[config.mk]
export PLATFORM = sky130hd
export DESIGN_NAME = lcd_scanline_mode_timer
export DESIGN_NICKNAME = d
export VERILOG_FILES = /design/src/lcdt_pkg.sv /design/src/lcd_scanline_mode_timer.sv
export SDC_FILE = /design/constraint.sdc
export NUM_CORES = 1
export LEC_CHECK = 0
export BUFFER_PORTS_ARGS = -buffer_cell sky130_fd_sc_hd__buf_2
export CAP_MARGIN = 20
export CORE_MARGIN = 5
export CORE_UTILIZATION = 26
export DETAILED_ROUTE_END_ITERATION = 16
export SLEW_MARGIN = 20
export SYNTH_ARGS = -nofsm -noshare
export SYNTH_HDL_FRONTEND = slang
export SYNTH_SLANG_ARGS = --single-unit
[constraint.sdc]
create_clock -name clk -period 4 [get_ports clk]
set_input_delay 0.2 -clock clk [delete_from_list [all_inputs] [get_ports clk]]
set_output_delay 0.2 -clock clk [all_outputs]
set_load 0.02 [all_outputs]
[src/lcdt_pkg.sv]
// ----------------------------------------------------------------------------
// lcdt_pkg
// Shared types and timing constants for the scanline mode timer.
// ----------------------------------------------------------------------------
`default_nettype none

package lcdt_pkg;

  // Frame geometry.
  localparam int DOTS_PER_LINE = 456;
  localparam int VISIBLE_LINES = 144;
  localparam int TOTAL_LINES   = 154;
  localparam int VISIBLE_WIDTH = 160;

  // Field widths.
  localparam int DotW  = 9;
  localparam int LineW = 8;
  localparam int CfgIdxW = 3;
  localparam int CfgDataW = 8;

  // Fixed dots within a line.
  localparam logic [DotW-1:0]  LAST_DOT       = DotW'(DOTS_PER_LINE - 1);
  localparam logic [DotW-1:0]  SCAN_END_DOT   = DotW'(79);
  localparam logic [DotW-1:0]  DRAW_START_DOT = DotW'(80);
  localparam logic [DotW-1:0]  DRAW_END_DOT   = DotW'(91 + VISIBLE_WIDTH);
  localparam logic [DotW:0]    LINE_WRAP_DOT  = (DotW+1)'(DOTS_PER_LINE);
  localparam logic [DotW-1:0]  VIS_WIDTH_DOTS = DotW'(VISIBLE_WIDTH);

  // Fixed lines within a frame.
  localparam logic [LineW-1:0] LAST_VIS_LINE  = LineW'(VISIBLE_LINES - 1);
  localparam logic [LineW-1:0] LAST_LINE      = LineW'(TOTAL_LINES - 1);
  localparam logic [LineW:0]   FRAME_WRAP     = (LineW+1)'(TOTAL_LINES);
  localparam logic [7:0]       WINDOW_X_LIMIT = 8'd166;

  // Display modes.
  typedef enum logic [1:0] {
    MODE_HBLANK = 2'd0,
    MODE_VBLANK = 2'd1,
    MODE_OAM    = 2'd2,
    MODE_DRAW   = 2'd3
  } mode_t;

  // Configuration register indexes.
  typedef enum logic [CfgIdxW-1:0] {
    CFG_LCD_ENABLE    = 3'd0,
    CFG_WINDOW_ENABLE = 3'd1,
    CFG_IRQ_SELECT    = 3'd2,
    CFG_COMPARE_LINE  = 3'd3,
    CFG_WINDOW_TOP    = 3'd4,
    CFG_WINDOW_LEFT   = 3'd5
  } cfg_idx_t;

  // Bits of the status interrupt select register.
  localparam int IRQ_HBLANK_BIT  = 0;
  localparam int IRQ_VBLANK_BIT  = 1;
  localparam int IRQ_OAM_BIT     = 2;
  localparam int IRQ_COMPARE_BIT = 3;

endpackage

`default_nettype wire

[src/lcd_scanline_mode_timer.sv]
// ----------------------------------------------------------------------------
// lcd_scanline_mode_timer
// Dot and line timing of a scanline display controller: mode sequencing,
// line compare, window line counter and status/vblank interrupt requests.
// ----------------------------------------------------------------------------
// Usage:
//   Each item on the in_ channel is one dot tick; in_advance = 1 moves the
//   timing on by one dot, 0 only reports the current state. Every accepted
//   item yields exactly one result on the out_ channel, holding the state
//   after the tick plus the interrupt and pixel flags of that tick.
//   The tick is captured in an input register; once the result register is
//   free, it is applied to the timing counters and loads the result register,
//   which raises out_valid. One item is taken every cycle while the result
//   register is free (out_stall low or result register empty).
//   When out_stall is high and the result register is full, the input
//   register keeps its item and in_stall rises, so no item is lost.
//   The cfg_ channel is always ready; writes to unknown indexes are dropped.
//   The user must write only while no item is in flight; it is not enforced.
//   Synchronous reset (rst_n low) empties both registers, sets the timing to
//   line 0, dot 0 in OAM scan, and loads the registers' reset values
//   (display enabled, everything else zero).
// ----------------------------------------------------------------------------
`default_nettype none

module lcd_scanline_mode_timer (
  input  wire logic                          clk,
  input  wire logic                          rst_n,
  // Tick input
  input  wire logic                          in_valid,
  output logic                               in_stall,
  input  wire logic                          in_advance,
  // Result output
  output logic                               out_valid,
  input  wire logic                          out_stall,
  output logic [1:0]                         out_display_mode,
  output logic [lcdt_pkg::LineW-1:0]         out_current_line,
  output logic [lcdt_pkg::DotW-1:0]          out_current_dot,
  output logic                               out_line_match,
  output logic                               out_status_irq,
  output logic                               out_vblank_irq,
  output logic [7:0]                         out_window_line,
  output logic                               out_pixel_valid,
  output logic [7:0]                         out_pixel_x,
  // Configuration writes
  input  wire logic                          cfg_valid,
  output logic                               cfg_ready,
  input  wire logic [lcdt_pkg::CfgIdxW-1:0]  cfg_index,
  input  wire logic [lcdt_pkg::CfgDataW-1:0] cfg_data
);

  import lcdt_pkg::*;

  // Configuration registers.
  logic       lcd_en_r;
  logic       win_en_r;
  logic [3:0] irq_sel_r;
  logic [7:0] cmp_line_r;
  logic [7:0] win_top_r;
  logic [7:0] win_left_r;

  // Timing state.
  logic [DotW-1:0]  dot_r,   dot_nxt;
  logic [LineW-1:0] line_r,  line_nxt;
  mode_t            mode_r,  mode_nxt;
  logic [7:0]       wline_r, wline_nxt;
  logic             latch_r, latch_nxt;
  logic             match_r, match_nxt;

  // Pipeline registers.
  logic             s1_valid_r;
  logic             s1_adv_r;
  logic             out_valid_r;
  logic             stat_irq_nxt, vb_irq_nxt, pix_valid_nxt;
  logic [7:0]       pix_x_nxt;
  logic             out_take, s1_move, in_take;

  // Interrupt enable bit that belongs to a mode; drawing has none.
  function automatic logic mode_irq_en(input mode_t m, input logic [3:0] sel);
    logic en;
    en = 1'b0;
    unique case (m)
      MODE_HBLANK: en = sel[IRQ_HBLANK_BIT];
      MODE_VBLANK: en = sel[IRQ_VBLANK_BIT];
      MODE_OAM:    en = sel[IRQ_OAM_BIT];
      MODE_DRAW:   en = 1'b0;
      default:     en = 1'b0;
    endcase
    return en;
  endfunction

  // Handshake: the result register frees up when empty or taken.
  assign out_take  = !out_valid_r || !out_stall;
  assign s1_move   = s1_valid_r && out_take;
  assign in_stall  = s1_valid_r && !out_take;
  assign in_take   = in_valid && !in_stall;
  assign out_valid = out_valid_r;
  assign cfg_ready = 1'b1;

  // Configuration register writes.
  always_ff @(posedge clk) begin
    if (!rst_n) begin
      lcd_en_r   <= 1'b1;
      win_en_r   <= 1'b0;
      irq_sel_r  <= '0;
      cmp_line_r <= '0;
      win_top_r  <= '0;
      win_left_r <= '0;
    end else if (cfg_valid && cfg_ready) begin
      unique case (cfg_index)
        CFG_LCD_ENABLE:    lcd_en_r   <= cfg_data[0];
        CFG_WINDOW_ENABLE: win_en_r   <= cfg_data[0];
        CFG_IRQ_SELECT:    irq_sel_r  <= cfg_data[3:0];
        CFG_COMPARE_LINE:  cmp_line_r <= cfg_data;
        CFG_WINDOW_TOP:    win_top_r  <= cfg_data;
        CFG_WINDOW_LEFT:   win_left_r <= cfg_data;
        default: ;
      endcase
    end
  end

  // One dot tick applied to the timing state.
  always_comb begin
    logic [DotW-1:0]  dot_inc;
    logic [DotW-1:0]  draw_off;
    logic [LineW-1:0] line_inc;
    logic             latch_mid;

    dot_nxt       = dot_r;
    line_nxt      = line_r;
    mode_nxt      = mode_r;
    wline_nxt     = wline_r;
    latch_nxt     = latch_r;
    match_nxt     = match_r;
    stat_irq_nxt  = 1'b0;
    vb_irq_nxt    = 1'b0;
    pix_valid_nxt = 1'b0;
    pix_x_nxt     = '0;
    dot_inc       = dot_r + 1'b1;
    draw_off      = dot_r - DRAW_START_DOT;
    line_inc      = line_r + 1'b1;
    latch_mid     = latch_r;

    if (s1_adv_r && lcd_en_r) begin
      // Mode interrupt on entry to this tick.
      if (!latch_r && mode_irq_en(mode_r, irq_sel_r)) begin
        stat_irq_nxt = 1'b1;
      end

      // Mode changes at fixed dots.
      unique case (mode_r)
        MODE_HBLANK: begin
          if (dot_r == LAST_DOT) begin
            if (line_r == LAST_VIS_LINE) begin
              mode_nxt   = MODE_VBLANK;
              vb_irq_nxt = 1'b1;
            end else begin
              mode_nxt = MODE_OAM;
            end
          end
        end
        MODE_VBLANK: begin
          if (dot_r == LAST_DOT && line_r == LAST_LINE) begin
            mode_nxt = MODE_OAM;
          end
        end
        MODE_OAM: begin
          if (dot_r == SCAN_END_DOT) begin
            mode_nxt = MODE_DRAW;
          end
        end
        MODE_DRAW: begin
          if (dot_r >= DRAW_START_DOT && draw_off < VIS_WIDTH_DOTS) begin
            pix_valid_nxt = 1'b1;
            pix_x_nxt     = draw_off[7:0];
          end else if (dot_r == DRAW_END_DOT) begin
            mode_nxt = MODE_HBLANK;
          end
        end
        default: ;
      endcase

      // Dot, line and window line counters.
      dot_nxt = dot_inc;
      if ({1'b0, dot_inc} == LINE_WRAP_DOT) begin
        dot_nxt  = '0;
        line_nxt = line_inc;
        if (win_en_r && win_top_r <= line_r && win_left_r < WINDOW_X_LIMIT) begin
          wline_nxt = wline_r + 1'b1;
        end
        if ({1'b0, line_inc} == FRAME_WRAP) begin
          line_nxt  = '0;
          wline_nxt = '0;
          latch_mid = 1'b0;
        end
      end

      // Line compare and the status line latch.
      match_nxt = (line_nxt == cmp_line_r);
      if (!latch_mid && match_nxt && irq_sel_r[IRQ_COMPARE_BIT]) begin
        stat_irq_nxt = 1'b1;
      end
      latch_nxt = match_nxt || mode_irq_en(mode_nxt, irq_sel_r);
    end
  end

  // Input register.
  always_ff @(posedge clk) begin
    if (!rst_n) begin
      s1_valid_r <= 1'b0;
    end else if (in_take) begin
      s1_valid_r <= 1'b1;
    end else if (s1_move) begin
      s1_valid_r <= 1'b0;
    end
  end

  always_ff @(posedge clk) begin
    if (in_take) begin
      s1_adv_r <= in_advance;
    end
  end

  // Timing state advances as an item moves into the result register.
  always_ff @(posedge clk) begin
    if (!rst_n) begin
      dot_r   <= '0;
      line_r  <= '0;
      mode_r  <= MODE_OAM;
      wline_r <= '0;
      latch_r <= 1'b0;
      match_r <= 1'b0;
    end else if (s1_move) begin
      dot_r   <= dot_nxt;
      line_r  <= line_nxt;
      mode_r  <= mode_nxt;
      wline_r <= wline_nxt;
      latch_r <= latch_nxt;
      match_r <= match_nxt;
    end
  end

  // Result register.
  always_ff @(posedge clk) begin
    if (!rst_n) begin
      out_valid_r <= 1'b0;
    end else if (out_take) begin
      out_valid_r <= s1_valid_r;
    end
  end

  always_ff @(posedge clk) begin
    if (s1_move) begin
      out_display_mode <= mode_nxt;
      out_current_line <= line_nxt;
      out_current_dot  <= dot_nxt;
      out_line_match   <= match_nxt;
      out_status_irq   <= stat_irq_nxt;
      out_vblank_irq   <= vb_irq_nxt;
      out_window_line  <= wline_nxt;
      out_pixel_valid  <= pix_valid_nxt;
      out_pixel_x      <= pix_x_nxt;
    end
  end

  // Checks on the timing logic.
  a_pixel_in_draw: assert property (@(posedge clk) disable iff (!rst_n)
    out_valid_r && out_pixel_valid |-> out_display_mode == MODE_DRAW)
    else $error("pixel reported outside drawing mode");

  a_vblank_entry: assert property (@(posedge clk) disable iff (!rst_n)
    out_valid_r && out_vblank_irq |->
      out_display_mode == MODE_VBLANK && out_current_dot == '0)
    else $error("vblank interrupt without entry to vblank at line start");

  a_dot_range: assert property (@(posedge clk) disable iff (!rst_n)
    dot_r <= LAST_DOT && line_r <= LAST_LINE)
    else $error("dot or line counter out of range");

  a_state_hold: assert property (@(posedge clk) disable iff (!rst_n)
    !s1_move |=> $stable(dot_r) && $stable(line_r) && $stable(mode_r))
    else $error("timing state changed without a tick");

endmodule

`default_nettype wire
# --- Word-level counts from Yosys, hierarchy flattened ---
# Cells that the tools add are included.
totals:
  in_bits: 17
  ff_bits: 101
classes:
  reduce_logical: 33
  order_cmp: 4
  addsub: 4
  n_eq_ne: 19
  n_mux: 33
op_table:
  columns: ["operator", "n"]
  rows:
  - ["$mux W8", 8]
  - ["$eq A8 B8 Y1 const B", 3]
  - ["$eq A9 B9 Y1 const B", 2]
  - ["$mux W9", 2]
  - ["$add A8 B1 Y8 const B", 2]
  - ["$mux W2", 8]
  - ["$reduce_and A2 Y1", 8]
  - ["$mux W1", 12]
  - ["$logic_and A1 B1 Y1", 11]
  - ["$add A9 B1 Y9 const B", 1]
  - ["$eq A9 B7 Y1 const B", 1]
  - ["$eq A9 B8 Y1 const B", 1]
  - ["$ge A9 B7 Y1 const B", 1]
  - ["$lt A9 B8 Y1 const B", 1]
  - ["$sub A9 B7 Y9 const B", 1]
  - ["$eq A2 B2 Y1 const B", 4]
  - ["$eq A8 B8 Y1", 1]
  - ["$le A8 B8 Y1", 1]
  - ["$lt A8 B8 Y1 const B", 1]
  - ["$pmux W1 S4", 2]
  - ["$pmux W2 S4", 1]
  - ["$eq A3 B2 Y1 const B", 2]
  - ["$eq A3 B3 Y1 const B", 2]
  - ["$logic_not A1 Y1", 6]
  - ["7 further kinds", 11]

# --- Longest topological paths before layout ---
logic_depth:
  word_depth: 10
  mapped_depth: 13
  depth_no_buf: 11

# --- Least setup slack after synthesis ---
# OpenSTA, ideal clock, no wires.
synth_path:
  path_type: "register to register"
  from: "register dot_r[1]"
  to: "register wline_r[7]"
  stages_incl_launch_ff: 11
  arrival_ns: 2.820
  slack_ns: 1.110
  setup_time_ns: 0.070
  path_buffers: 1
  path_cell_list: "dfxtp_1 -> ha_1 -> nand4_4 -> nor2_4 -> xnor2_2 -> or4_1 -> buf_6 -> nor4_4 -> nand3_1 -> or3_1 -> a21boi_1"
synth_via:
  elab_chain_cells: 4
synth_lines:
  columns: ["element", "line_no", "source"]
  rows:
  - ["start: declaration", "lcd_scanline_mode_timer.sv:62", "logic [DotW-1:0] dot_r, dot_nxt;"]
  - ["start signal: assignment", "lcd_scanline_mode_timer.sv:233", "dot_r <= dot_nxt;"]
  - ["$add A9 B1 Y9", "lcd_scanline_mode_timer.sv:138", "dot_inc = dot_r + 1'b1;"]
  - ["$eq A9 B9 Y1", "lcd_scanline_mode_timer.sv:184", "if ({1'b0, dot_inc} == LINE_WRAP_DOT) begin"]
  - ["$mux W8", "lcd_scanline_mode_timer.sv:184", null]
  - ["$mux W8", "lcd_scanline_mode_timer.sv:143", "if (s1_adv_r && lcd_en_r) begin"]
  - ["end signal: assignment", "lcd_scanline_mode_timer.sv:236", "wline_r <= wline_nxt;"]
  - ["end: declaration", "lcd_scanline_mode_timer.sv:65", "logic [7:0] wline_r, wline_nxt;"]
# Every way passes these cells.
# A chain may end at the register's enable or synchronous reset.

# --- Worst setup path after layout ---
layout_path:
  from: "register dot_r[0]"
  to: "register wline_r[5]"
# The elaborated chain is that of the path after synthesis.

==> results.toml <==
[pwr]
p_seq_share_pct = 53.1
leakagePower_nw = 2.21
power.internal_mw = 1.57
ir_drop_mv = 0.187
power_frac_clock_pct = 39.6
power_frac_comb_pct = 7.3
swShare_pct = 24.8
total_power_mw = 2.08
p_per_area_mw_per_mm2 = 330
switchingPower_mw = 0.516

[floorplan]
num_rows = 53
dieWidth_um = 156
initial_core_util_pct = 26.3
core_region_area_sq_mm = 0.0210
io_pins = 59
die_y_um = 156
dieArea_sq_mm = 0.0242

[logic_synthesis]
synth-seq-cells = 100
postSynthAreaPerCell_sq_um = 8.96
synthTopCellsByArea = "dfxtp_1 22%, edfxtp_1 22%, nand2_1 6.4%"
ys_types = 63
yosysWarnings = 0
ys.flop_type = "dfxtp_1"
synth-async-reset-ratio_pct = 0
synth_edf_count = 40
syn_inst = 615
synth_seq_area_share_pct = 43.6
yosysTopAreaCell = "dfxtp_1"
syn_area_sq_mm = 0.00551
synth_nets = 650
synth_top_area_share_pct = 21.8

[timing]
finClkSkew_ns = 0.00844
tightest_slew_ns = 1.01
relSlewSlack_pct = 32.6
final.period_utilization_pct = 89.2
timing_hold_violations_final = 0
fmax_mhz = 280
holdWs_ns = 0.0257
finalSetupTns_ns = 0
rsz0062_at_grt = "no"
slew_viol_final = 0
post-route-min-period_ns = 3.57
setup_viol = 0

[detailed_routing]
finalWirelength_um = 13200
avgViaCountPerCell = 4.76
ant_nets = 0
vias = 4427
drtIter0Drc = 291
wl_per_cell_um = 14.2
drcViolationCount = 0
detail_route.first_pass.iterations = 4

[grt]
gr-total-overflow = 0
first_global_vias = 4215
gr-usage-met1_pct = 15.2
grt_use_met2_pct = 17.6
grt_usage_pct = 11.1
grt_pass1_wl_um = 21800
antenna_found_initial = 0
grt_max_degree = 63
busiest_layer = "met2"
met3_usage_pct = 2.41

[clock_tree]
cts_hold_buf = 0
numCtsBuffers = 9
cts_resized = 0
cts.sink_count = 100
post-cts-setup-buffer-count = 0
clock_path_buffers = 2
cts_root_buf = "clkbuf_16"
htreeDepth = 3
clk_pin_slew_worst_paths_ns = 0.07
worstSkewPairLatency_ns = 0.35
cts_tree = "done"

[hold_path]
hp-start = "in_advance"
hold_class = "in2reg"

[run]
drv_cap = 0

[outcome]
status = "finished, final reports clean"

[final_layout]
syn2layout_area_growth_pct = 14.5
final_common_cell = "nand2_1"
nets = 686
antenna_cells = 0
drive_gt1_share_pct = 14.3
fillers = 2261
fin_util_pct = 30.1
regArea_sq_mm = 0.00240
final_cell_mix = "94 x nand2_1, 60 x dfxtp_1, 57 x buf_2"
multi_input_area_sq_mm = 0.00289

[placement]
post-dp-hpwl_um = 9620
portBuffers = 57
gp_congestion = 0.847

[setup_path]
critPathLaunch = "dot_r[0]"
cp_max_fo = 18
start_kind = "flip-flop"
required_ns = 4.28
r2r-start = "dot_r[0]"
worst_ep_arrival_time_ns = 3.85
end_kind = "flip-flop"
crit_type = "reg2reg"
==> worst max-delay path, stage by stage (launching register included) <==
cell      delay (ns)
dfxtp_1         0.49
ha_1            0.37
nand4_4         0.19
nor2_4          0.17
xnor2_2         0.10
or4_1           0.92
nor4_4          0.56
nand3_1         0.16
or3_1           0.37
a21boi_1        0.15
==> cells in the mapped netlist (3+ instances only) <==
library cell	n
or3_1	11
nand2_1	94
nand2b_1	6
nor2b_1	23
clkbuf_1	33
and2_1	16
a22oi_1	3
dfxtp_1	60
mux2i_1	16
o22ai_1	5
xnor2_1	19
a21oi_1	13
ha_1	18
a211oi_1	4
nor4_1	6
buf_2	3
a31oi_1	4
mux2_2	3
and3_1	7
nand3_1	19
nand4_1	10
o21ai_0	42
xor2_1	8
o21a_1	3
nor3_1	7
a21boi_0	29
nand3b_1	5
inv_1	16
edfxtp_1	40
nor2_1	41
o31ai_1	11
==> final timing paths <==
check / endpoint / slack (ns) / cells past startpoint
max: wline_r[5] / 0.43 / 9
min: s1_adv_r / 0.03 / 1
max reg2reg: wline_r[5] / 0.43 / 9
min reg2reg: match_r / 0.47 / 2
==> through the flow <==
step                      setup slack, ns  std cells  instance area (sq um)
after detailed placement            0.431        915                   6030
final                               0.432        931                   6310
after global routing                0.185        931                   6310
after global placement              0.539        915                   6030
after floorplan                      1.11        615                   5510
after CTS                           0.447        931                   6310
==> sequential cells by signal, indices dropped and copies added (netlist names), 2 cells and up <==
name,count
out_current_dot,9
cmp_line_r,8
mode_r,2
out_window_line,8
out_pixel_x,8
win_left_r,7
dot_r,9
wline_r,8
out_display_mode,2
irq_sel_r,4
win_top_r,8
out_current_line,8
line_r,8
==> power by group through the flow <==
stage	Clock (mW)	Sequential [mW]	Combinational, mW
floorplan	0	1.15	0.0765
CTS	0.854	1.11	0.155
finish	0.825	1.11	0.152
global placement	0	1.13	0.154
detailed placement	0	1.13	0.155
global route	0.895	1.11	0.168
==> cell families (layout without fill, tap and decap cells) <==
kind of cell             after synthesis  count (layout)  share of synthesized area, %
AO/OA/AOI/OAI                        131             131                          15.5
multiplexers                          19              19                          3.52
AND/OR/NAND/NOR                      263             263                          24.6
other                                  1               1                        0.0680
buffers and inverters                 55              96                          4.04
adder cells (fa/ha/maj)               18              18                          4.09
flip-flops                           100             100                          43.6
XOR/XNOR                              28              28                          4.58
==> routing by layer <==
metal  wire length [um]  up-vias
met5                  0        -
met4                211        0
met3                666       15
met2               5980       96
met1               6330     2070
li1                   -     2246
==> area by class of cell <==
class / instances / share of cell area, %
Clock buffer: 10 / 3.63
Clock inverter: 6 / 0.773
Inverter: 16 / 0.952
Multi-Input combinational cell: 460 / 45.8
Sequential cell: 100 / 38.1
Tap cell: 275 / 5.45
Timing Repair Buffer: 64 / 5.35
No activity file was read; power rests on OpenSTA's default activity.
